File: src/rtl/core/dps_pkg.sv
`default_nettype none
package dps_pkg;

	// queue entry kinds
	localparam logic KIND_SEG   = 1'b0;
	localparam logic KIND_START = 1'b1;

	// configuration register indexes
	localparam logic [1:0] REG_VP_WIDTH  = 2'd0;
	localparam logic [1:0] REG_VP_HEIGHT = 2'd1;
	localparam logic [1:0] REG_DASH_LEN  = 2'd2;
	localparam logic [1:0] REG_GAP_LEN   = 2'd3;

	localparam int COORD_W = 17;
	localparam int MAG_W   = 17;
	localparam int LEN_W   = 18;
	localparam int PER_W   = 13;
	localparam int CFG_W   = 12;

	// segment or phase-reset command from front to back
	typedef struct packed {
		logic                 kind;
		logic [COORD_W-1:0]   ax;
		logic [COORD_W-1:0]   ay;
		logic                 nx;
		logic                 ny;
		logic [MAG_W-1:0]     mx;
		logic [MAG_W-1:0]     my;
		logic [LEN_W-1:0]     len;
	} dps_seg_t;

	// one dash result
	typedef struct packed {
		logic                 trunc;
		logic                 last;
		logic [COORD_W-1:0]   ey;
		logic [COORD_W-1:0]   ex;
		logic [COORD_W-1:0]   sy;
		logic [COORD_W-1:0]   sx;
	} dps_dash_t;

endpackage
`default_nettype wire

File: src/rtl/core/dps_queue.sv
`default_nettype none
module dps_queue
	import dps_pkg::*;
(
	input  wire logic     clk,
	input  wire logic     arst_n,
	input  wire logic     push,
	input  wire dps_seg_t push_data,
	output logic          full,
	input  wire logic     pop,
	output logic          valid,
	output dps_seg_t      pop_data
);

	dps_seg_t   mem_q [4];
	logic [1:0] wr_q;
	logic [1:0] rd_q;
	logic [2:0] cnt_q;

	assign full     = (cnt_q == 3'd4);
	assign valid    = (cnt_q != 3'd0);
	assign pop_data = mem_q[rd_q];

	// store entries
	always_ff @(posedge clk) begin
		if (push && !full)
			mem_q[wr_q] <= push_data;
	end

	// advance pointers and fill count
	always_ff @(posedge clk or negedge arst_n) begin
		if (!arst_n) begin
			wr_q  <= '0;
			rd_q  <= '0;
			cnt_q <= '0;
		end else begin
			if (push && !full)
				wr_q <= wr_q + 2'd1;
			if (pop && valid)
				rd_q <= rd_q + 2'd1;
			case ({push && !full, pop && valid})
				2'b10:   cnt_q <= cnt_q + 3'd1;
				2'b01:   cnt_q <= cnt_q - 3'd1;
				default: cnt_q <= cnt_q;
			endcase
		end
	end

endmodule
`default_nettype wire

File: config.mk
export PLATFORM = sky130hd
export DESIGN_NAME = dps_queue
export DESIGN_NICKNAME = d
export VERILOG_FILES = /design/src/rtl/core/dps_pkg.sv /design/src/rtl/core/dps_queue.sv
export SDC_FILE = /design/constraint.sdc
export NUM_CORES = 1
export LEC_CHECK = 0
export ABC_AREA = 1
export BUFFER_PORTS_ARGS = -buffer_cell sky130_fd_sc_hd__buf_2
export CAP_MARGIN = 20
export CORE_ASPECT_RATIO = 0.75
export CORE_MARGIN = 3
export CORE_UTILIZATION = 25
export DETAILED_ROUTE_END_ITERATION = 6
export SLEW_MARGIN = 20
export SYNTH_ARGS = -nofsm -noshare
export SYNTH_HDL_FRONTEND = slang
export SYNTH_SLANG_ARGS = --single-unit
File: constraint.sdc
create_clock -name clk -period 5.1 [get_ports clk]
set_clock_uncertainty 0.05 [all_clocks]
set_input_delay 0.51 -clock clk [delete_from_list [all_inputs] [get_ports clk]]
set_output_delay 0.51 -clock clk [all_outputs]
set_load 0.01 [all_outputs]
# After elaboration in Yosys (flattened, before gate mapping)
# Memory sizes are Yosys's and may differ from the RTL's.
# Cells that the tools add are included.
# W data, S select, Z words.
[totals]
word_cells = 19
out_inout_bits = 91
input_bits = 93
latchBits = 0
regBits = 7
mem_count = 1
mem_bits_rw = 356
rom_bits = 0
[mem_list]
columns = ["memory", "depth", "word_bits", "rd", "rd_clocked_by_memory_dff", "write_ports", "line", "source"]
rows = [
  ["mem_q", 4, 89, 1, 0, 1, "dps_queue.sv:15", "dps_seg_t mem_q [4];"],
]
[op_classes]
n_eq_ne = 3
shift = 0
mul = 0
addsub = 4
n_reduce_logical = 5
n_mux = 3
bitwise = 0
order_cmp = 0
div_mod_pow = 0
[ops]
columns = ["op", "n"]
rows = [
  ["$pmux W3 S2", 1],
  ["$add A2 B1 Y2 const B", 2],
  ["$add A3 B1 Y3 const B", 1],
  ["$eq A3 B3 Y1 const B", 1],
  ["$reduce_bool A3 Y1", 1],
  ["$sub A3 B1 Y3 const B", 1],
  ["$eq A2 B1 Y1 const B", 1],
  ["$eq A2 B2 Y1 const B", 1],
  ["$logic_and A1 B1 Y1", 2],
  ["$mux W1", 2],
  ["$reduce_bool A2 Y1", 1],
  ["$logic_not A1 Y1", 1],
]

# Depth between registers and ports, before layout
[logic_depth]
ltp_word = 5
mapped_depth = 12
mapped_depth_nobuf = 12

# Worst setup path after synthesis
# OpenSTA, ideal clock, no wires.
[synth_timing]
path_type = "reg-to-reg"
from = "reg cnt_q[0]"
to = "mem mem_q[0][0] (netlist bit) (enable)"
period_less_slack_ns = 5.002
setup_slack_ns = 0.098
setup_time_ns = 0.538
path_stages_with_launch = 5
path_buffers = 0
arrival_time_ns = 4.414
required_time_ns = 4.512
path_cell_list = "dfrtp_1 inv_1 nand3_1 nand2_1 nor2_1"
[synth_between]
elab_chain_cells = 5
[synth_rtl]
columns = ["element", "line", "source"]
rows = [
  ["start: declaration", "dps_queue.sv:18", "logic [2:0] cnt_q;"],
  ["start signal: assignment", "dps_queue.sv:42", "2'b10: cnt_q <= cnt_q + 3'd1;"],
  ["start signal: assignment", "dps_queue.sv:43", "2'b01: cnt_q <= cnt_q - 3'd1;"],
  ["start signal: assignment", "dps_queue.sv:44", "default: cnt_q <= cnt_q;"],
  ["$eq A3 B3 Y1", "dps_queue.sv:20", "assign full = (cnt_q == 3'd4);"],
  ["$logic_not A1 Y1", "dps_queue.sv:26", "if (push && !full)"],
  ["$logic_and A1 B1 Y1", "dps_queue.sv:26", ""],
  ["$mux W1", "dps_queue.sv:26", ""],
  ["$mux W1 (not written as such)", "dps_queue.sv:27", "mem_q[wr_q] <= push_data;"],
  ["end: declaration", "dps_queue.sv:15", ""],
]
# No other way between the ends.

==> qor.yml <==
sta:
  period_needed_ns: 3.371
  fin_crit_sh_pct: 66.09
  max_freq_ghz: 0.2967
  worst_pin_slew_ns: 0.9549
  report.final.setup_viol: 0
  fin_tns_setup_ns: 0
  slew_headroom_pct: 36.34
  hold_viol: 0
  finalMaxSlewViolations: 0
  rsz0062_at_grt: "false"
placed_design:
  dpl_cell_area_sq_um: 16210
  portBuffers: 183
  hpwl_um: 17570
  placedCellCount: 2013
  gp_congestion: 0.7121
yosys:
  synth_cell_types: 17
  synth_area_sq_um: 14630
  avgSynthCellArea_sq_um: 13.32
  ys_ff_latch: 363
  synth_fp_nets: 1197
  synthCells: 1098
  synth-seq-area-share_pct: 74.28
  synth_warnings: 0
clock_tree:
  clk_path_buf_depth: 3
  path_clk_slew_ns: 0.06
  cts_setup_buffers: 0
  clkSinkCount: 363
  clk_latency_ns: 0.53
  cts-hold-fix-buffers: 1
  cts_tree: "yes"
  cts_root_buf: "clkbuf_16"
  cts_buffers: 39
  cts_resized: 0
  h-tree-depth: 2
layout:
  final_area_sq_um: 17460
  stdcell_count: 2084
  syn2layout_area_growth_pct: 19.37
  final_util_pct: 30.30
  final_layout_size_suffix_gt1_share_pct: 19.11
  final_nets: 1374
critical_path:
  path_cells: "inv_4, buf_4, o211ai_1, nand2_1, buf_2"
  crit_path_start_kind: "register"
  endpoint_kind: "output pin"
  required_ns: 4.54
  slowest_delay_ns: 0.72
  r2r-start: "rd_q[1]"
  arrival_ns: 2.81
  worstPathMaxFanout: 63
  path_buf_inv: 3
  cpMaxStageDelayCell: "dfrtp_4"
  ff2ff_setup_slack_ns: 2.84
  path_class: "reg -> out"
  crit_family: "buffers and inverters"
  critPathLaunch: "rd_q[1]"
global_routing:
  grt_max_degree: 176
  grt_pass1_wl_um: 46770
  grt_pass1_vias: 8174
  antenna_found_initial: 7
  overflow: 0
  grt_usage_pct: 9.726
drt:
  wire_per_inst_um: 14.56
  post-route-drc-count: 0
  drt.antenna.violating_nets: 0
  drt_pre_antenna_iters: 4
  vias: 8435
  wl_um: 30350
  drtIter0Drc: 403
  vias_per_cell: 4.048
outcome:
  outcome: "finished, final reports clean"
floorplan:
  dieArea_sq_um: 61480
  start_util_pct: 25.38
  die-width_um: 285.3
  rows: 76
  core_sq_um: 57630
  die_h_um: 215.5
  io_pins: 184
run:
  drv_cap: 0
worst_hold_path:
  worstHoldStart: "push_data[63]"
  hp-class: "in -> reg"
power:
  vdd_drop_max_uv: 367.3
  p_total_mw: 10.03
  p_per_area_nw_per_um2: 574.5
  p_leak_nw: 6.849
[sequential cells by signal, indices dropped and copies added, names as in the netlist]
register and count:
mem_q 356, cnt_q 3, rd_q 2, wr_q 2
[synth_stat cells (all sizes together)]
master  number  area (sq um)
buf         58         475.5
dfrtp        7         175.2
edfxtp     356         10690
fa           1         20.02
ha           5         62.56
inv        195         732.0
nand2      284          1066
nand3        7         35.03
nand4        1         6.260
nor2         4         15.01
o211ai     178          1336
o21ai        1         5.000
xnor2        1         8.760
[final timing paths]
path / endpoint / cells after the start
setup reg to reg: rd_q[1] / 4
hold / removal: mem_q[3][63] / 1
hold reg to reg: cnt_q[0] / 1
max in group asynchronous: rd_q[1] / 2
min in group asynchronous: cnt_q[1] / 2
setup / recovery: pop_data[16] / 5
[placed cells by master, fill, tap and decap left out, types with 2 or more instances in the layout]
cell,instances
bufinv_16,3
nand3_1,7
buf_12,4
buf_4,6
clkbuf_16,41
inv_1,193
ha_1,5
clkinv_1,14
o211ai_1,178
buf_2,183
dfrtp_1,6
clkinv_4,2
nand2_1,284
edfxtp_1,356
nor2_4,4
inv_8,2
clkbuf_1,6
[final cells by class]
type                       instances  area, sq um
multi-input combinational        482         2585
sequential                       363        10870
clock buffer                      47         1049
clock inverter                    22        187.7
timing repair buffer             194         1051
tap                              780        975.9
antenna                            1        2.502
inverter                         195        742.0
fill                            5845        40160
[power breakdown]
part | leakage, nW | switching, mW | total, mW | internal [mW]
sequential | 3.34 | 0.197 | 4.12 | 3.93
combinational | 2.91 | 2.14 | 3.17 | 1.03
clock | 0.596 | 1.13 | 2.74 | 1.62
total | 6.85 | 3.46 | 10.0 | 6.57
[metrics by stage]
step           setup slack [ns]  hold slack, ns
2_1_floorplan           0.09817          0.1644
3_3_place_gp              2.151          0.3108
3_5_place_dp              2.138          0.3171
4_1_cts                   1.542         0.08704
5_1_grt                   1.422          0.1024
6_report                  1.729          0.1390
[kinds of logic after synthesis]
family	count (synthesis)	synth area share [%]
compound gates	179	9.169
xor+xnor	1	0.05989
buf+inv	253	8.254
simple gates	296	7.673
flops	363	74.28
fa+ha+maj	6	0.5645
[per-layer routing]
metal / part of all wire [%] / track usage [%] / vias to the layer above
met4: 2.1 / 2.864 / 12
met3: 6.2 / 3.041 / 58
li1: - / - / 4191
met5: 0.27 / 0 / -
met1: 46 / 12.94 / 4012
met2: 46 / 15.25 / 162
(Power assumes the default switching activity.)
