--- config.mk ---
export PLATFORM = sky130hd
export DESIGN_NAME = dps_front
export DESIGN_NICKNAME = d
export VERILOG_FILES = /design/src/rtl/core/dps_pkg.sv /design/src/rtl/core/dps_front.sv
export SDC_FILE = /design/constraint.sdc
export NUM_CORES = 2
export LEC_CHECK = 0
export BUFFER_PORTS_ARGS = -buffer_cell sky130_fd_sc_hd__buf_2
export CAP_MARGIN = 30
export CORE_ASPECT_RATIO = 0.75
export CORE_UTILIZATION = 60
export DETAILED_ROUTE_END_ITERATION = 7
export GPL_TIMING_DRIVEN = 1
export PLACE_DENSITY = 0.79
export SLEW_MARGIN = 5
export SYNTH_ARGS = -nofsm -noshare
export SYNTH_HDL_FRONTEND = slang
export SYNTH_SLANG_ARGS = --single-unit
--- constraint.sdc ---
create_clock -name clk -period 7.27 [get_ports clk]
set_input_delay 0.727 -clock clk [delete_from_list [all_inputs] [get_ports clk]]
set_output_delay 0.727 -clock clk [all_outputs]
set_load 0.05 [all_outputs]
--- src/rtl/core/dps_pkg.sv ---
`default_nettype none
package dps_pkg;

	// queue entry kinds
	localparam logic KIND_SEG   = 1'b0;
	localparam logic KIND_START = 1'b1;

	// configuration register indexes
	localparam logic [1:0] REG_VP_WIDTH  = 2'd0;
	localparam logic [1:0] REG_VP_HEIGHT = 2'd1;
	localparam logic [1:0] REG_DASH_LEN  = 2'd2;
	localparam logic [1:0] REG_GAP_LEN   = 2'd3;

	localparam int COORD_W = 17;
	localparam int MAG_W   = 17;
	localparam int LEN_W   = 18;
	localparam int PER_W   = 13;
	localparam int CFG_W   = 12;

	// segment or phase-reset command from front to back
	typedef struct packed {
		logic                 kind;
		logic [COORD_W-1:0]   ax;
		logic [COORD_W-1:0]   ay;
		logic                 nx;
		logic                 ny;
		logic [MAG_W-1:0]     mx;
		logic [MAG_W-1:0]     my;
		logic [LEN_W-1:0]     len;
	} dps_seg_t;

	// one dash result
	typedef struct packed {
		logic                 trunc;
		logic                 last;
		logic [COORD_W-1:0]   ey;
		logic [COORD_W-1:0]   ex;
		logic [COORD_W-1:0]   sy;
		logic [COORD_W-1:0]   sx;
	} dps_dash_t;

endpackage
`default_nettype wire

--- src/rtl/core/dps_front.sv ---
`default_nettype none
module dps_front
	import dps_pkg::*;
#(
	parameter int FRAC_BITS = 4
) (
	input  wire logic                 clk,
	input  wire logic                 arst_n,
	input  wire logic                 in_valid,
	output logic                      in_ready,
	input  wire logic [COORD_W-1:0]   px,
	input  wire logic [COORD_W-1:0]   py,
	input  wire logic                 pstart,
	input  wire logic [CFG_W-1:0]     vp_w,
	input  wire logic [CFG_W-1:0]     vp_h,
	output logic                      push,
	output dps_seg_t                  push_data,
	input  wire logic                 full
);

	localparam int CMPW0 = CFG_W + FRAC_BITS + 2;
	localparam int CMPW  = (CMPW0 > COORD_W + 1) ? CMPW0 : COORD_W + 1;
	localparam int PAD   = 32 << FRAC_BITS;

	localparam logic [2:0] F_IDLE   = 3'd0;
	localparam logic [2:0] F_CLASS  = 3'd1;
	localparam logic [2:0] F_MUL    = 3'd2;
	localparam logic [2:0] F_ADD    = 3'd3;
	localparam logic [2:0] F_SQRT   = 3'd4;
	localparam logic [2:0] F_PUSH   = 3'd5;
	localparam logic [2:0] F_PSTART = 3'd6;

	logic [2:0]          st_q;
	logic [COORD_W-1:0]  vx_q, vy_q;
	logic                vs_q;
	logic [COORD_W-1:0]  prev_x_q, prev_y_q;
	logic                have_prev_q;
	logic [COORD_W-1:0]  ax_q, ay_q;
	logic                nx_q, ny_q;
	logic [MAG_W-1:0]    mx_q, my_q;
	logic [2*MAG_W-1:0]  sqx_q, sqy_q;
	logic [35:0]         rad_q;
	logic [19:0]         rem_q;
	logic [LEN_W-1:0]    root_q;
	logic [4:0]          it_q;

	logic signed [COORD_W:0] dx, dy;
	logic [COORD_W:0]        adx, ady;
	logic                    in_a, in_b;
	logic [21:0]             rsh, trial;

	function automatic logic inside_pad(input logic [COORD_W-1:0] x,
		input logic [COORD_W-1:0] y, input logic [CFG_W-1:0] w,
		input logic [CFG_W-1:0] h);
		logic signed [CMPW-1:0] xs, ys, hx, hy, lo;
		xs = CMPW'($signed(x));
		ys = CMPW'($signed(y));
		hx = $signed((CMPW'(w) << FRAC_BITS) + CMPW'(PAD));
		hy = $signed((CMPW'(h) << FRAC_BITS) + CMPW'(PAD));
		lo = -$signed(CMPW'(PAD));
		return (xs >= lo) && (xs <= hx) && (ys >= lo) && (ys <= hy);
	endfunction

	// classify against the previous vertex
	always_comb begin
		dx   = $signed({vx_q[COORD_W-1], vx_q}) - $signed({prev_x_q[COORD_W-1], prev_x_q});
		dy   = $signed({vy_q[COORD_W-1], vy_q}) - $signed({prev_y_q[COORD_W-1], prev_y_q});
		adx  = dx[COORD_W] ? (COORD_W+1)'(-dx) : dx;
		ady  = dy[COORD_W] ? (COORD_W+1)'(-dy) : dy;
		in_a = inside_pad(prev_x_q, prev_y_q, vp_w, vp_h);
		in_b = inside_pad(vx_q, vy_q, vp_w, vp_h);
	end

	// one root digit per cycle
	assign rsh   = {rem_q, rad_q[35:34]};
	assign trial = {root_q, 2'b01};

	assign in_ready = (st_q == F_IDLE);
	assign push     = (st_q == F_PUSH) || (st_q == F_PSTART);

	always_comb begin
		push_data      = '0;
		push_data.kind = (st_q == F_PSTART) ? KIND_START : KIND_SEG;
		push_data.ax   = ax_q;
		push_data.ay   = ay_q;
		push_data.nx   = nx_q;
		push_data.ny   = ny_q;
		push_data.mx   = mx_q;
		push_data.my   = my_q;
		push_data.len  = root_q;
	end

	// hold the segment datapath
	always_ff @(posedge clk) begin
		case (st_q)
			F_IDLE: begin
				vx_q <= px;
				vy_q <= py;
				vs_q <= pstart;
			end
			F_CLASS: begin
				ax_q <= prev_x_q;
				ay_q <= prev_y_q;
				nx_q <= dx[COORD_W];
				ny_q <= dy[COORD_W];
				mx_q <= adx[MAG_W-1:0];
				my_q <= ady[MAG_W-1:0];
			end
			F_MUL: begin
				sqx_q <= mx_q * mx_q;
				sqy_q <= my_q * my_q;
			end
			F_ADD: begin
				rad_q  <= 36'(sqx_q) + 36'(sqy_q);
				rem_q  <= '0;
				root_q <= '0;
			end
			F_SQRT: begin
				rad_q <= {rad_q[33:0], 2'b00};
				if (rsh >= trial) begin
					rem_q  <= 20'(rsh - trial);
					root_q <= {root_q[LEN_W-2:0], 1'b1};
				end else begin
					rem_q  <= rsh[19:0];
					root_q <= {root_q[LEN_W-2:0], 1'b0};
				end
			end
			default: ;
		endcase
	end

	// sequence the front
	always_ff @(posedge clk or negedge arst_n) begin
		if (!arst_n) begin
			st_q        <= F_IDLE;
			prev_x_q    <= '0;
			prev_y_q    <= '0;
			have_prev_q <= 1'b0;
			it_q        <= '0;
		end else begin
			case (st_q)
				F_IDLE: begin
					if (in_valid)
						st_q <= F_CLASS;
				end
				F_CLASS: begin
					prev_x_q    <= vx_q;
					prev_y_q    <= vy_q;
					have_prev_q <= 1'b1;
					if (vs_q)
						st_q <= F_PSTART;
					else if (!have_prev_q)
						st_q <= F_IDLE;
					else if (!in_a && !in_b)
						st_q <= F_IDLE;
					else if (dx == '0 && dy == '0)
						st_q <= F_IDLE;
					else
						st_q <= F_MUL;
				end
				F_MUL: st_q <= F_ADD;
				F_ADD: begin
					it_q <= 5'd18;
					st_q <= F_SQRT;
				end
				F_SQRT: begin
					it_q <= it_q - 5'd1;
					if (it_q == 5'd1)
						st_q <= F_PUSH;
				end
				F_PUSH, F_PSTART: begin
					if (!full)
						st_q <= F_IDLE;
				end
				default: st_q <= F_IDLE;
			endcase
		end
	end

endmodule
`default_nettype wire

Word level (Yosys, flattened, before mapping)
Cells that the tools add are included.

cells by class
  add/subtract/negate cells = 9
  multipliers = 2
  order comparisons = 9
  equality and inequality tests = 10
  muxes and demuxes = 17
  reduce and logical (&&, ||, !) cells = 17

operator list
  operator                  number
  $le A17 B18 Y1            4
  $pmux W36 S2              1
  $ge A17 B10 Y1 const B    4
  $mul A17 B17 Y34          2
  $pmux W20 S2              1
  $logic_not A18 Y1         2
  $pmux W18 S2              1
  $sub A17 B17 Y18          2
  $add A34 B34 Y35          1
  $add A16 B10 Y17 const B  2
  $mux W17                  2
  $neg A17 Y17              2
  $ge A22 B20 Y1            1
  $mux W20                  1
  $sub A20 B20 Y20          1
  $pmux W3 S6               1
  $mux W3                   4
  $pmux W5 S2               1
  $eq A3 B3 Y1 const B      3
  $logic_and A1 B1 Y1       8
  $eq A3 B2 Y1 const B      2
  $mux W2                   3
  $ne A2 B2 Y1 const B      3
  $eq A5 B1 Y1 const B      1
  9 further kinds           11

word-level totals
  flip-flop bits (word level) = 290
  input bits = 63
  output and inout port bits = 91
  word-level logic and storage cells = 83

Logic depth before layout (Yosys ltp)
  word-level depth = 11
  gate-level depth with buffers = 24
  mapped depth without buffers = 24

Worst setup path before layout
No wires, ideal clock.

  path type = register -> register
  start point = register mx_q[10]
  end point = register sqx_q[32] (data pin)
  setup time = 0.180 ns
  data arrival time = 6.365 ns
  required time = 7.090 ns
  path slack = 0.725 ns
  cell stages (with the launch flop) = 23
  buffers on the path = 1
  clock period less this slack = 6.545 ns
  cells stage by stage = edfxtp_1 -> clkbuf_1 -> nand2_1 -> inv_1 -> fa_1 -> inv_1 -> fa_1 -> fa_1 -> inv_1 -> fa_1 -> fa_1 -> inv_1 -> fa_1 -> inv_1 -> ha_1 -> a21o_1 -> a21o_1 -> a221o_1 -> a31oi_4 -> nor3_2 -> o41ai_4 -> or4b_1 -> o311ai_1

on the way
  word-level cells in the longest chain between the ends = 1

ends and longest elaborated chain
  item                    line              source
  from (decl)             dps_front.sv:40   logic [MAG_W-1:0] mx_q, my_q;
  from (signal assigned)  dps_front.sv:106  mx_q <= adx[MAG_W-1:0];
  $mul A17 B17 Y34        dps_front.sv:110  sqx_q <= mx_q * mx_q;
  to (signal assigned)    dps_front.sv:110
  to (decl)               dps_front.sv:41   logic [2*MAG_W-1:0] sqx_q, sqy_q;

Every way passes these cells.
A chain may end at the register's enable or synchronous reset.

Worst setup path in the final report
  start point = register my_q[2]
  end point = register sqy_q[32] (data pin)

on the way
  word-level cells in the longest chain between the ends = 1

ends and longest elaborated chain
  item                    line              source
  from (decl)             dps_front.sv:40
  from (signal assigned)  dps_front.sv:107  my_q <= ady[MAG_W-1:0];
  $mul A17 B17 Y34        dps_front.sv:111  sqy_q <= my_q * my_q;
  to (signal assigned)    dps_front.sv:111
  to (decl)               dps_front.sv:41

Every way passes these cells.

==> flow_metrics.tcl <==
set metrics [dict create \
    status "completed" \
    postLayoutCellArea_um2 35100 \
    max_cap_violations 0 \
    fmax_mhz 147 \
    reg2reg_to "sqy_q[32]" \
    final_util_pct 66.1 \
    ys_seq_area_share_pct 26.1 \
    grt_overflow 0 \
    grt_max_degree 80 \
    via_per_inst 5.54 \
    setup_viol 0 \
    max-clock-path-buffers 3 \
    wire_per_inst_um 16.6 \
    grt_pass1_wl_um 115000 \
    rsz0062_at_grt "false" \
    fin_crit_ns 6.82 \
    syn_area_um2 32300 \
    crit_path_start_kind "flip-flop" \
    area_growth_pct 8.68 \
    yosysUniqueCellTypes 79 \
    min_path_type "in -> reg" \
    r2r_cells 19 \
    crit_slowest_cell "edfxtp_1" \
    grt_pass1_vias 23600 \
    reg2reg_slack_ns 0.45 \
    max_slew_margin_pct 42.0 \
    ys_warn_count 0 \
    hold_path_end "vy_q[10]" \
    die_area_um2 54700 \
    crit_fanout 19 \
    cts_made_buffers 30 \
    finalWirelength_um 68700 \
    clock_latency_ns 0.63 \
    synth-async-reset-ratio_pct 14.9 \
    first_iter_violations 1389 \
    slew_violations 0 \
    worstSetupPathType "reg -> reg" \
    pre_cts_slack_ns 0.487 \
    tritoncts "done" \
    slowest_delay_ns 0.88 \
    final_common_cell "inv_1" \
    io_buffers 153 \
    initial_core_util_pct 60.8 \
    yosys_register_bits 288 \
    postSynthNetCount 4068 \
    crit_arrival_ns 7.25 \
    cp_top_family "adder cells" \
    hpwl_um 55200 \
    min-delay-start "py[10]" \
    antenna_left 0 \
    hold_viol_final 0 \
    timing.rr.start "my_q[2]" \
    setup-tns-final_ns 0 \
    final_cell_mix "inv_1 (660), fa_1 (385), ha_1 (364), nand2_1 (262), edfxtp_1 (245)" \
    nNetsFinal 4222 \
    drt_pass1_iterations 5 \
    htreeDepth 1 \
    die_w_um 270 \
    path_cells "nand2_1, fa_1, inv_1, fa_1, fa_1, fa_1, fa_1, inv_1, fa_1, inv_1, ha_1, nand4_1, nor2_1, o211ai_1, a21oi_1, o211ai_1, a21boi_1, nor2_1, a311oi_1" \
    synth-edff-count 245 \
    die_h_um 203 \
    place_congestion 0.939 \
    via_count 23000 \
    drc 0 \
    post-route-period-util_pct 93.8 \
    cts-root-buf "clkbuf_16" \
    layout_setup_ws_ns 0.452 \
    synth_area_per_cell_um2 9.91 \
    drive_above_1_share_pct 8.16 \
    crit_top_cell "fa_1" \
    whs_path_depth 1 \
    fillers 4103 \
    track_usage_pct 25.8 \
    io_pins 154 \
    crit_buf_inv 3 \
    dpl_cell_area_um2 34000 \
    synth_flop_cell "edfxtp_1" \
    required_ns 7.70 \
    rows 73 \
    path_clk_slew_ns 0.07 \
    cts_resized 0 \
    cts.sinks 288 \
    tightest_slew_ns 0.870 \
    clock_skew_ns 0.0656 \
    critPathCaptureType "flip-flop" \
    core_area_um2 53100 \
    syn_inst 3256 \
    antenna_found_initial 2 \
]
==> worst max-delay path by stage <==
| stage | start | to | slack [ns] | cells after the start |
|---|---|---|---|---|
| floorplan | mx_q[10] | sqx_q[32] | 0.73 | 22 |
| global placement | my_q[2] | sqy_q[33] | 0.63 | 20 |
| detailed placement | my_q[2] | sqy_q[32] | 0.49 | 19 |
| CTS | my_q[2] | sqy_q[32] | 0.51 | 19 |
| global route | mx_q[8] | sqx_q[33] | 0.05 | 22 |
| finish | my_q[2] | sqy_q[32] | 0.45 | 19 |
==> kinds of logic (layout without fill, tap and decap cells) <==
group | after synthesis | after routing | share of synthesized area [%]
mux | 24 | 24 | 0.771
xor+xnor | 182 | 182 | 4.94
simple gates | 791 | 791 | 11.8
buf+inv | 733 | 910 | 8.56
fa+ha+maj | 749 | 749 | 38.0
other cells | 0 | 2 | 0
flops | 288 | 288 | 26.1
compound gates | 489 | 489 | 9.83
==> per-stage QoR <==
step,instances,hold slack (ns)
6_report,4147,0.268
5_1_grt,4145,0.256
4_1_cts,4144,0.250
3_5_place_dp,4088,0.435
3_3_place_gp,4087,0.427
2_1_floorplan,3256,0.425
==> cell usage after synthesis (all sizes together), types with 4 or more instances <==
library cell,number,area [µm²]
xor2,59,517
o31ai,15,113
nor4,11,68.8
nand2b,18,113
mux2i,17,170
edfxtp,245,7360
nor2b,36,225
or3,11,68.8
o211ai,20,150
nand3,29,145
nand2,263,987
xnor2,123,1080
nor3,48,245
clkbuf,66,248
a21oi,148,741
a21boi,4,30.0
o41ai,8,96.4
a41oi,5,43.8
a2111oi,7,62.6
ha,364,4550
o21ai,101,505
nand4,18,113
o31a,6,52.6
mux2,7,78.8
buf,4,25.0
inv,663,2490
and4,6,52.6
and3,25,156
a211oi,17,133
o21bai,15,113
fa,385,7710
nor2,178,668
a31oi,19,134
a21o,46,345
a31o,4,35.0
o2111ai,4,35.0
a211o,5,43.8
dfrtp,43,1080
and2,117,732
o21a,35,263
or2,16,100
==> final cells by class <==
type	instances	area (µm²)	share of cell area, %
multi-input cells	2235	21100	60.2
diodes	2	5.00	0.0143
inverters	663	2490	7.09
clock inverters	21	263	0.749
clock buffers	34	797	2.27
flip-flops and latches	288	8430	24.0
well taps	712	891	2.54
repair buffers	192	1090	3.12
==> timing repair <==
action	CTS	global route
hold buffers	1	0
setup buffers	0	0
hold endpoints to repair	7	0
==> per-layer routing <==
metal  GRT usage (%)  wire [µm]
met3            4.14       4400
met1            35.4      30100
met5               0          0
met4            7.31       1820
met2            42.5      32300
==> sequential cells by signal, indices dropped and copies added (netlist names), 18 cells and up <==
signal  flops
rad_q      36
rem_q      20
root_q     18
sqx_q      33
sqy_q      33
Power is not shown: default switching activity piles up to over one toggle a cycle in this logic, so the estimate is an artifact.
