==> config.mk <==
export PLATFORM = sky130hd
export DESIGN_NAME = dps_back
export DESIGN_NICKNAME = d
export VERILOG_FILES = /design/src/rtl/core/dps_pkg.sv /design/src/rtl/core/dps_lerp.sv /design/src/rtl/core/dps_rem.sv /design/src/rtl/core/dps_back.sv
export SDC_FILE = /design/constraint.sdc
export NUM_CORES = 2
export LEC_CHECK = 0
export BUFFER_PORTS_ARGS = -buffer_cell sky130_fd_sc_hd__buf_2
export CAP_MARGIN = 5
export CELL_PAD_IN_SITES_DETAIL_PLACEMENT = 1
export CELL_PAD_IN_SITES_GLOBAL_PLACEMENT = 1
export CORE_MARGIN = 8
export CORE_UTILIZATION = 30
export CTS_CLUSTER_SIZE = 25
export DETAILED_ROUTE_END_ITERATION = 8
export GPL_ROUTABILITY_DRIVEN = 0
export GPL_TIMING_DRIVEN = 1
export PLACE_DENSITY = 0.6
export SYNTH_ARGS = -nofsm -noshare
export SYNTH_HDL_FRONTEND = slang
export SYNTH_SLANG_ARGS = --single-unit
==> constraint.sdc <==
create_clock -name clk -period 13.65 [get_ports clk]
set_clock_uncertainty 0.15 [all_clocks]
set_input_delay 1.365 -clock clk [delete_from_list [all_inputs] [get_ports clk]]
set_output_delay 1.365 -clock clk [all_outputs]
set_load 0.02 [all_outputs]
==> src/rtl/core/dps_pkg.sv <==
`default_nettype none
package dps_pkg;

	// queue entry kinds
	localparam logic KIND_SEG   = 1'b0;
	localparam logic KIND_START = 1'b1;

	// configuration register indexes
	localparam logic [1:0] REG_VP_WIDTH  = 2'd0;
	localparam logic [1:0] REG_VP_HEIGHT = 2'd1;
	localparam logic [1:0] REG_DASH_LEN  = 2'd2;
	localparam logic [1:0] REG_GAP_LEN   = 2'd3;

	localparam int COORD_W = 17;
	localparam int MAG_W   = 17;
	localparam int LEN_W   = 18;
	localparam int PER_W   = 13;
	localparam int CFG_W   = 12;

	// segment or phase-reset command from front to back
	typedef struct packed {
		logic                 kind;
		logic [COORD_W-1:0]   ax;
		logic [COORD_W-1:0]   ay;
		logic                 nx;
		logic                 ny;
		logic [MAG_W-1:0]     mx;
		logic [MAG_W-1:0]     my;
		logic [LEN_W-1:0]     len;
	} dps_seg_t;

	// one dash result
	typedef struct packed {
		logic                 trunc;
		logic                 last;
		logic [COORD_W-1:0]   ey;
		logic [COORD_W-1:0]   ex;
		logic [COORD_W-1:0]   sy;
		logic [COORD_W-1:0]   sx;
	} dps_dash_t;

endpackage
`default_nettype wire

==> src/rtl/core/dps_lerp.sv <==
`default_nettype none
module dps_lerp
	import dps_pkg::*;
(
	input  wire logic                 clk,
	input  wire logic                 arst_n,
	input  wire logic                 start,
	input  wire logic [COORD_W-1:0]   a,
	input  wire logic                 neg,
	input  wire logic [MAG_W-1:0]     mag,
	input  wire logic [LEN_W-1:0]     t,
	input  wire logic [LEN_W-1:0]     len,
	output logic                      busy,
	output logic [COORD_W-1:0]        res
);

	localparam logic [1:0] L_IDLE = 2'd0;
	localparam logic [1:0] L_LOAD = 2'd1;
	localparam logic [1:0] L_DIV  = 2'd2;

	logic [1:0]               st_q;
	logic [COORD_W-1:0]       a_q;
	logic                     neg_q;
	logic [LEN_W-1:0]         len_q;
	logic [MAG_W+LEN_W-1:0]   prod_q;
	logic [18:0]              r_q;
	logic [17:0]              sh_q;
	logic [17:0]              quo_q;
	logic [4:0]               it_q;

	logic [36:0] num;
	logic [19:0] rt, dv;
	logic [18:0] sum_ext;

	// round to nearest: (2*mag*t + len) / (2*len)
	assign num = {1'b0, prod_q, 1'b0} + 37'(len_q);
	assign rt  = {r_q, sh_q[17]};
	assign dv  = {1'b0, len_q, 1'b0};

	assign busy    = (st_q != L_IDLE);
	assign sum_ext = neg_q ? 19'($signed({{2{a_q[COORD_W-1]}}, a_q}) - $signed({1'b0, quo_q}))
	                       : 19'($signed({{2{a_q[COORD_W-1]}}, a_q}) + $signed({1'b0, quo_q}));
	assign res     = sum_ext[COORD_W-1:0];

	// operands, product and restoring division
	always_ff @(posedge clk) begin
		case (st_q)
			L_IDLE: begin
				if (start) begin
					a_q    <= a;
					neg_q  <= neg;
					len_q  <= len;
					prod_q <= mag * t;
				end
			end
			L_LOAD: begin
				r_q   <= num[36:18];
				sh_q  <= num[17:0];
				quo_q <= '0;
			end
			L_DIV: begin
				sh_q <= {sh_q[16:0], 1'b0};
				if (rt >= dv) begin
					r_q   <= 19'(rt - dv);
					quo_q <= {quo_q[16:0], 1'b1};
				end else begin
					r_q   <= rt[18:0];
					quo_q <= {quo_q[16:0], 1'b0};
				end
			end
			default: ;
		endcase
	end

	always_ff @(posedge clk or negedge arst_n) begin
		if (!arst_n) begin
			st_q <= L_IDLE;
			it_q <= '0;
		end else begin
			case (st_q)
				L_IDLE: if (start) st_q <= L_LOAD;
				L_LOAD: begin
					it_q <= 5'd18;
					st_q <= L_DIV;
				end
				L_DIV: begin
					it_q <= it_q - 5'd1;
					if (it_q == 5'd1)
						st_q <= L_IDLE;
				end
				default: st_q <= L_IDLE;
			endcase
		end
	end

endmodule
`default_nettype wire

==> src/rtl/core/dps_rem.sv <==
`default_nettype none
module dps_rem
	import dps_pkg::*;
(
	input  wire logic               clk,
	input  wire logic               arst_n,
	input  wire logic               start,
	input  wire logic [18:0]        dividend,
	input  wire logic [PER_W-1:0]   divisor,
	output logic                    busy,
	output logic [PER_W-1:0]        rem
);

	logic [PER_W-1:0] r_q;
	logic [PER_W-1:0] d_q;
	logic [18:0]      sh_q;
	logic [4:0]       it_q;
	logic [PER_W:0]   rt;

	assign rt   = {r_q, sh_q[18]};
	assign busy = (it_q != 5'd0);
	assign rem  = r_q;

	// one dividend bit per cycle
	always_ff @(posedge clk) begin
		if (start && !busy) begin
			r_q  <= '0;
			d_q  <= divisor;
			sh_q <= dividend;
		end else if (busy) begin
			sh_q <= {sh_q[17:0], 1'b0};
			if (rt >= {1'b0, d_q})
				r_q <= PER_W'(rt - {1'b0, d_q});
			else
				r_q <= rt[PER_W-1:0];
		end
	end

	always_ff @(posedge clk or negedge arst_n) begin
		if (!arst_n)
			it_q <= '0;
		else if (start && !busy)
			it_q <= 5'd19;
		else if (busy)
			it_q <= it_q - 5'd1;
	end

endmodule
`default_nettype wire

==> src/rtl/core/dps_back.sv <==
`default_nettype none
module dps_back
	import dps_pkg::*;
#(
	parameter int MAXD = 64
) (
	input  wire logic               clk,
	input  wire logic               arst_n,
	input  wire logic               q_valid,
	input  wire dps_seg_t           q_data,
	output logic                    pop,
	input  wire logic [CFG_W-1:0]   dash_len,
	input  wire logic [CFG_W-1:0]   gap_len,
	output logic                    out_valid,
	input  wire logic               out_ready,
	output dps_dash_t               out_data
);

	localparam int CNT_W = $clog2(MAXD + 1);

	localparam logic [2:0] B_IDLE = 3'd0;
	localparam logic [2:0] B_MOD0 = 3'd1;
	localparam logic [2:0] B_WALK = 3'd2;
	localparam logic [2:0] B_LERP = 3'd3;
	localparam logic [2:0] B_FIN  = 3'd4;
	localparam logic [2:0] B_MOD1 = 3'd5;

	logic [2:0]        st_q;
	dps_seg_t          seg_q;
	logic [PER_W-1:0]  per_q, q0_q, q_q, phase_q;
	logic [LEN_W-1:0]  t_q;
	logic [CNT_W-1:0]  cnt_q;
	logic              trunc_q;
	logic              pend_valid_q;
	dps_dash_t         pend_q;

	logic [PER_W-1:0]  per_sum;
	logic              out_free;
	logic              out_load;
	logic              in_dash;
	logic [LEN_W-1:0]  left, span, step, t_end;
	logic [LEN_W:0]    q_next;
	logic              lerp_go;
	logic              rem_go, rem_busy;
	logic [18:0]       rem_arg;
	logic [PER_W-1:0]  rem_val;
	logic [3:0]        l_busy;
	logic [COORD_W-1:0] l_res [4];

	function automatic logic [LEN_W-1:0] len_q_minus_t(input logic [LEN_W-1:0] l,
		input logic [LEN_W-1:0] t);
		return l - t;
	endfunction

	assign per_sum  = PER_W'(dash_len) + PER_W'(gap_len);
	assign out_free = !out_valid || out_ready;
	assign pop      = (st_q == B_IDLE) && q_valid;

	// move the pending dash to the output register
	assign out_load = pend_valid_q && out_free &&
		((st_q == B_LERP && !(|l_busy)) || st_q == B_FIN);

	// size the next step of the walk
	always_comb begin
		in_dash = (q_q < PER_W'(dash_len));
		left    = len_q_minus_t(seg_q.len, t_q);
		span    = in_dash ? LEN_W'(PER_W'(dash_len) - q_q) : LEN_W'(per_q - q_q);
		step    = (span < left) ? span : left;
		t_end   = t_q + step;
		q_next  = (LEN_W+1)'(q_q) + (LEN_W+1)'(step);
	end

	assign lerp_go = (st_q == B_WALK) && (t_q < seg_q.len) && in_dash && (cnt_q != CNT_W'(MAXD));

	// start and end point lanes
	dps_lerp u_lsx (.clk, .arst_n, .start(lerp_go), .a(seg_q.ax), .neg(seg_q.nx),
		.mag(seg_q.mx), .t(t_q), .len(seg_q.len), .busy(l_busy[0]), .res(l_res[0]));
	dps_lerp u_lsy (.clk, .arst_n, .start(lerp_go), .a(seg_q.ay), .neg(seg_q.ny),
		.mag(seg_q.my), .t(t_q), .len(seg_q.len), .busy(l_busy[1]), .res(l_res[1]));
	dps_lerp u_lex (.clk, .arst_n, .start(lerp_go), .a(seg_q.ax), .neg(seg_q.nx),
		.mag(seg_q.mx), .t(t_end), .len(seg_q.len), .busy(l_busy[2]), .res(l_res[2]));
	dps_lerp u_ley (.clk, .arst_n, .start(lerp_go), .a(seg_q.ay), .neg(seg_q.ny),
		.mag(seg_q.my), .t(t_end), .len(seg_q.len), .busy(l_busy[3]), .res(l_res[3]));

	// shared remainder unit for the phase
	always_comb begin
		rem_go  = 1'b0;
		rem_arg = 19'(phase_q);
		if (st_q == B_IDLE && q_valid && q_data.kind == KIND_SEG && per_sum != '0)
			rem_go = 1'b1;
		if (st_q == B_FIN && (!pend_valid_q || out_free)) begin
			rem_go  = 1'b1;
			rem_arg = 19'(q0_q) + 19'(seg_q.len);
		end
	end

	dps_rem u_rem (.clk, .arst_n, .start(rem_go), .dividend(rem_arg),
		.divisor(st_q == B_IDLE ? per_sum : per_q), .busy(rem_busy), .rem(rem_val));

	// payload registers
	always_ff @(posedge clk) begin
		if (pop)
			seg_q <= q_data;
		if (st_q == B_IDLE)
			per_q <= per_sum;
		if (st_q == B_MOD0 && !rem_busy) begin
			q_q  <= rem_val;
			q0_q <= rem_val;
			t_q  <= '0;
		end
		if (st_q == B_WALK && t_q < seg_q.len && !(in_dash && cnt_q == CNT_W'(MAXD))) begin
			t_q <= t_end;
			q_q <= (q_next == (LEN_W+1)'(per_q)) ? '0 : q_next[PER_W-1:0];
		end
		if (st_q == B_LERP && !(|l_busy) && (!pend_valid_q || out_free)) begin
			pend_q.sx    <= l_res[0];
			pend_q.sy    <= l_res[1];
			pend_q.ex    <= l_res[2];
			pend_q.ey    <= l_res[3];
			pend_q.last  <= 1'b0;
			pend_q.trunc <= 1'b0;
		end
	end

	// output register
	always_ff @(posedge clk) begin
		if (st_q == B_LERP && !(|l_busy) && pend_valid_q && out_free)
			out_data <= pend_q;
		else if (st_q == B_FIN && pend_valid_q && out_free)
			out_data <= {trunc_q, 1'b1, pend_q.ey, pend_q.ex, pend_q.sy, pend_q.sx};
	end

	// sequence the walk
	always_ff @(posedge clk or negedge arst_n) begin
		if (!arst_n) begin
			st_q         <= B_IDLE;
			phase_q      <= '0;
			cnt_q        <= '0;
			trunc_q      <= 1'b0;
			pend_valid_q <= 1'b0;
			out_valid    <= 1'b0;
		end else begin
			if (out_load)
				out_valid <= 1'b1;
			else if (out_ready)
				out_valid <= 1'b0;
			case (st_q)
				B_IDLE: begin
					if (q_valid) begin
						if (q_data.kind == KIND_START)
							phase_q <= '0;
						else if (per_sum == '0)
							phase_q <= '0;
						else
							st_q <= B_MOD0;
					end
				end
				B_MOD0: begin
					cnt_q   <= '0;
					trunc_q <= 1'b0;
					if (!rem_busy)
						st_q <= B_WALK;
				end
				B_WALK: begin
					if (t_q >= seg_q.len)
						st_q <= B_FIN;
					else if (in_dash) begin
						if (cnt_q == CNT_W'(MAXD)) begin
							trunc_q <= 1'b1;
							st_q    <= B_FIN;
						end else begin
							cnt_q <= cnt_q + CNT_W'(1);
							st_q  <= B_LERP;
						end
					end
				end
				B_LERP: begin
					if (!(|l_busy) && (!pend_valid_q || out_free)) begin
						pend_valid_q <= 1'b1;
						st_q         <= B_WALK;
					end
				end
				B_FIN: begin
					if (!pend_valid_q || out_free) begin
						pend_valid_q <= 1'b0;
						st_q         <= B_MOD1;
					end
				end
				B_MOD1: begin
					if (!rem_busy) begin
						phase_q <= rem_val;
						st_q    <= B_IDLE;
					end
				end
				default: st_q <= B_IDLE;
			endcase
		end
	end

endmodule
`default_nettype wire

---- After elaboration in Yosys (flattened, before gate mapping) ----
Index checks and enable logic that the tools add are counted.
storage, ports and cells
  flip-flop bits (word level) ............. 887
  bits in latches ......................... 0
  RAM bits ................................ 0
  memory bits (read-only) ................. 0
  word-level logic and storage cells ...... 301
  memories ................................ 0
operators by class
  $add $sub $neg .......................... 30
  $mul .................................... 4
  divide/modulo/power cells ............... 0
  magnitude comparators ................... 9
  eq/ne operators ......................... 41
  shift-type cells ........................ 0
  muxes and demuxes ....................... 84
  bitwise logic cells ..................... 1
  reductions and logical operators ........ 65
operators by type and width
  kind                   count
  $pmux W19 S2           4
  $add A36 B18 Y37       4
  $pmux W18 S2           4
  $mul A17 B18 Y35       4
  $pmux W17 S2           4
  $mux W19               7
  $mux W13               9
  $ge A20 B19 Y1         4
  $sub A19 B19 Y19       4
  $mux W18               4
  $mux W70               1
  $add A17 B17 Y17       4
  $mux W17               4
  $mux W68               1
  $sub A17 B17 Y17       4
  $pmux W5 S2            4
  $add A13 B18 Y19       2
  $lt A18 B18 Y1         2
  $mux W3                10
  $reduce_bool A2 Y1     15
  $pmux W13 S2           1
  $sub A5 B1 Y5 const B  5
  $ne A2 B2 Y1 const B   12
  $pmux W2 S3            4
  42 further kinds       117

---- Logic depth before layout (Yosys ltp) ----
  word-level depth ........................ 8
  gate-level depth with buffers ........... 59
  mapped depth without buffers ............ 56

---- Modules after synthesis ----
Synthesis repeated with hierarchy kept, for this count alone.
unflattened totals
  cells, all modules ...................... 9226
  area total of the unflattened synthesis .. 90949.7 um2
by module, submodules not included
  module            instances  cells each  area each (um2)
  dps_lerp (u_ley)  1          1907        18153.7
  dps_lerp (u_lex)  1          1919        18066.1
  dps_lerp (u_lsy)  1          1879        17930.9
  dps_lerp (u_lsx)  1          1859        17773.3
  dps_back          1          1442        16444.5
  dps_rem           1          220         2581.2

---- Worst setup path before layout ----
No wires, ideal clock.
  path type ............................... input to register
  start ................................... input port dash_len[0]
  end ..................................... register u_ley.prod_q[33] (data pin)
  library setup time ...................... 269 ps
  data arrival time ....................... 12922 ps
  data required time ...................... 13231 ps
  setup slack ............................. 309 ps
  stages on the path ...................... 54
  path buffers ............................ 4
  path through ............................ inv_1 -> ha_1 -> fa_1 -> nor2b_1 -> o2111a_1 -> nor3_2 -> o31a_1 -> nor2_1 -> clkbuf_1 -> a21oi_1 -> a21oi_1 -> ha_1 -> a21oi_1 -> nor2b_1 -> o21ai_0 -> a21oi_1 -> o31ai_1 -> and3_1 -> [18 not listed] -> nor3b_1 -> fa_1 -> inv_1 -> fa_1 -> inv_1 -> fa_1 -> fa_1 -> fa_1 -> fa_1 -> ha_1 -> and3_1 -> or4_1 -> o21ai_0 -> or3_1 -> a31oi_1 -> a311oi_1 -> o31ai_1 -> xor2_1
on the way
  word-level cells in the longest chain between the ends .. 6
RTL lines
  what                                                       RTL line                        text
  start: declaration                                         dps_back.sv:12                  input wire logic [CFG_W-1:0] dash_len,
  $sub A12 B13 Y14 / $lt A13 B12 Y1 (equally long branches)  dps_back.sv:67, dps_back.sv:65
  $mux W18 *                                                 dps_back.sv:67                  span = in_dash ? LEN_W'(PER_W'(dash_len) - q_q) : LEN_W'(per_q - q_q);
  $lt A18 B18 Y1                                             dps_back.sv:68                  step = (span < left) ? span : left;
  $mux W18 *                                                 dps_back.sv:68
  $add A18 B18 Y18 *                                         dps_back.sv:69                  t_end = t_q + step;
  $mul A17 B18 Y35 *                                         dps_lerp.sv:53                  prod_q <= mag * t;
  end signal: assignment                                     dps_lerp.sv:53
  end: declaration                                           dps_lerp.sv:25                  logic [MAG_W+LEN_W-1:0] prod_q;
Every way passes the cells marked *; elsewhere a longest branch is shown, timed or not.
A chain may end at the register's enable or synchronous reset.

---- Worst setup path after layout ----
  start ................................... input port dash_len[1]
  end ..................................... register u_lex.prod_q[32] (data pin)
on the way
  word-level cells in the longest chain between the ends .. 6
RTL lines
  what                                                       RTL line
  $sub A12 B13 Y14 / $lt A13 B12 Y1 (equally long branches)  dps_back.sv:67, dps_back.sv:65
  $mux W18 *                                                 dps_back.sv:67
  $lt A18 B18 Y1                                             dps_back.sv:68
  $mux W18 *                                                 dps_back.sv:68
  $add A18 B18 Y18 *                                         dps_back.sv:69
  $mul A17 B18 Y35 *                                         dps_lerp.sv:53
  end signal: assignment                                     dps_lerp.sv:53
  end: declaration                                           dps_lerp.sv:25
Marks and branches as above.

==> impl_metrics.tcl <==
set metrics [dict create \
    start_util_pct 30.2 \
    viasPerCell 4.93 \
    wl_per_cell_um 21.0 \
    std_cell_rows 199 \
    yosysSeqAreaShare_pct 29.4 \
    avgSynthCellArea_um2 9.96 \
    async_flop_share_pct 6.65 \
    startpoint_type "input pin" \
    dp_cells 12919 \
    wl_um 276000 \
    syn_to_final_growth_pct 12.1 \
    clock_latency_ns 0.89 \
    grt_pass1_vias 70898 \
    via_count 64875 \
    worstHoldPathType "flop to flop" \
    cts_root_buffer "clkbuf_16" \
    dp_slack_ns -0.443 \
    hpwl_um 211000 \
    grt_overflow 0 \
    cts.clk_slew.worst_paths_ns 0.06 \
    cp_slowest_cell "fa_1" \
    synth-seq-cells 887 \
    slew_viol_final 0 \
    grt_use_total_pct 17.3 \
    synth_area_um2 88800 \
    end_kind "flop" \
    cp_common_cell "buf_4" \
    cts.sinks 887 \
    numCtsBuffers 115 \
    yosysWarnings 0 \
    synth_nets 10801 \
    fin_nets 11010 \
    grt_max_degree 90 \
    drive_gt1_share_pct 8.26 \
    dr.first_iter.drc_count 3496 \
    syn_inst 8913 \
    antenna_found_initial 15 \
    synth-edff-count 802 \
    required_ns 14.04 \
    cpPeakStageDelay_ns 0.52 \
    final_area_um2 99500 \
    ys.flop_type "edfxtp_1" \
    fp.dieH_um 560 \
    die_w_um 560 \
    critical_path_class "input pin to flop" \
    first_pass_iters 5 \
    max_freq_ghz 0.0758 \
    tritoncts "yes" \
    drc 0 \
    fin_ws_ns 0.464 \
    coreArea_um2 294000 \
    cts_buffer_depth 4 \
    crit_fanout 11 \
    setup_viol 0 \
    ios 189 \
    cap_viol_max_count 0 \
    min_period_ns 13.19 \
    die-area_um2 314000 \
    hold_violations 0 \
    slew_headroom_pct 17.9 \
    finalCritPeriodShare_pct 96.6 \
    status "finished clean" \
    arrival_ns 13.57 \
    tightest_slew_ns 1.22 \
    stdcell_count 13147 \
    cts_htree_levels 3 \
    setup_tns_ns 0 \
    port_buffers 188 \
    grt_first_pass_wirelength_um 426000 \
    final_antenna_net_count 0 \
    placed_area_um2 95600 \
    synth.distinct_cells 95 \
]
-- path summary, 6_finish.rpt --
path,slack (ns),from,endpoint,cells past startpoint
max in group asynchronous,12.25,arst_n,u_lsx.st_q[0],1
min,0.20,pend_q[4],out_data[4],0
max reg2reg,0.49,seg_q[0],u_lex.prod_q[32],57
min reg2reg,0.20,pend_q[4],out_data[4],0
min in group asynchronous,0.46,arst_n,cnt_q[5],1
max,0.46,dash_len[1],u_lex.prod_q[32],61
-- what timing repair did --
action                                 4_1_cts  5_1_grt
setup endpoints to repair                    5       20
hold buffers                                 0        0
pin swaps                                    0        2
setup buffers                                0        5
resized for setup                            2       16
endpoints found under the hold margin        0        0
-- cell families after synthesis --
group / Yosys count / synth area share, %
XOR/XNOR: 506 / 5.04
flip-flops: 887 / 29.4
buffers and inverters: 1756 / 7.44
adder cells (fa/ha/maj): 1771 / 33.2
multiplexers: 103 / 1.22
AND/OR/NAND/NOR: 2600 / 14.4
AO/OA/AOI/OAI: 1290 / 9.29
-- critical path, delay by kind of cell --
family / cells / cell delay [ns]
adder cells (fa/ha/maj): 11 / 4.28
AO/OA/AOI/OAI: 21 / 4.23
AND/OR/NAND/NOR: 14 / 1.97
buffers and inverters: 14 / 1.62
XOR/XNOR: 1 / 0.09
-- routing by layer --
layer  wire length [um]  global-route usage, %  up-vias  part of all wire [%]
li1                   -                      -    29706                     -
met1             127000                   23.7    33423                    46
met5                 46                      0        -                 0.017
met2             126000                   28.4     1370                    46
met4               8010                   4.93        8                   2.9
met3              14400                   2.49      368                   5.2
-- layout make-up --
| class | count | area (um^2) |
|---|---|---|
| diodes | 12 | 30.0 |
| clock buffers | 136 | 2980 |
| clock inverters | 75 | 858 |
| fillers | 33195 | 195000 |
| inverters | 1404 | 5270 |
| multi-input cells | 6270 | 56400 |
| flip-flops and latches | 887 | 26100 |
| well taps | 3919 | 4900 |
| repair buffers | 444 | 3020 |
-- cells in the final DEF (no fill, tap or decap), types with 45 or more instances in the layout --
master and instances:
inv_1 1403, nand2_1 1039, fa_1 974, edfxtp_1 802, ha_1 787, and2_1 542
a21oi_1 347, nor2_1 328, xnor2_1 326, o21ai_0 280, buf_4 245, buf_2 187
xor2_1 163, a21o_1 150, nand3_1 120, clkbuf_16 115, nor3_1 112, nor2b_1 83
nand2b_1 72, o21a_1 72, mux2i_1 64, dfrtp_1 59, and3_1 51, a31oi_1 50
nand4_1 45
-- cell usage after synthesis, drive strengths merged (14+ instances only) --
master   instances  share of area, %
nor2b           84              0.60
o211ai          39              0.33
mux2i           64              0.72
a21oi          348               2.0
mux2            39              0.49
nand3          120              0.68
nand2b          72              0.51
and2           545               3.8
xor2           168               1.7
ha             795                11
nand2         1039               4.4
and3            51              0.36
nor3           116              0.66
a2111oi         17              0.19
o31ai           32              0.28
o2111ai         14              0.14
buf             19             0.097
dfxtp           26              0.59
nor4            19              0.13
inv           1404               5.9
a211o           22              0.22
a31o            18              0.18
or3b            26              0.26
edfxtp         802                27
a22o            18              0.18
nor3b           25              0.21
a31oi           51              0.37
o21bai          38              0.32
or2             17              0.12
nor2           344               1.5
a21o           150               1.3
xnor2          335               3.3
clkbuf         333               1.4
nand4           45              0.32
o21ai          315               1.8
or3             40              0.28
o21a            72              0.61
a211oi          44              0.37
o31a            17              0.17
fa             976                22
dfrtp           59               1.7
-- stage by stage --
stage / utilization, % / hold slack, ns
3_3_place_gp: 32.5 / 0.252
3_5_place_dp: 32.5 / 0.256
2_1_floorplan: - / 0.250
4_1_cts: 33.8 / 0.184
5_1_grt: 33.8 / 0.193
6_report: 33.8 / 0.202
-- flip-flops by register name, indices dropped and copies added, names as in the netlist, 19 cells and up --
| name | count |
|---|---|
| out_data | 70 |
| u_rem.sh_q | 19 |
| u_lsx.r_q | 19 |
| pend_q | 68 |
| u_lex.prod_q | 35 |
| u_lex.r_q | 19 |
| u_lsy.r_q | 19 |
| seg_q | 88 |
| u_lsy.prod_q | 35 |
| u_ley.prod_q | 35 |
| u_ley.r_q | 19 |
| u_lsx.prod_q | 35 |
Power is left out: the tool's default activity adds up to more than one toggle a clock period on the data nets, which glitch-free logic cannot reach.
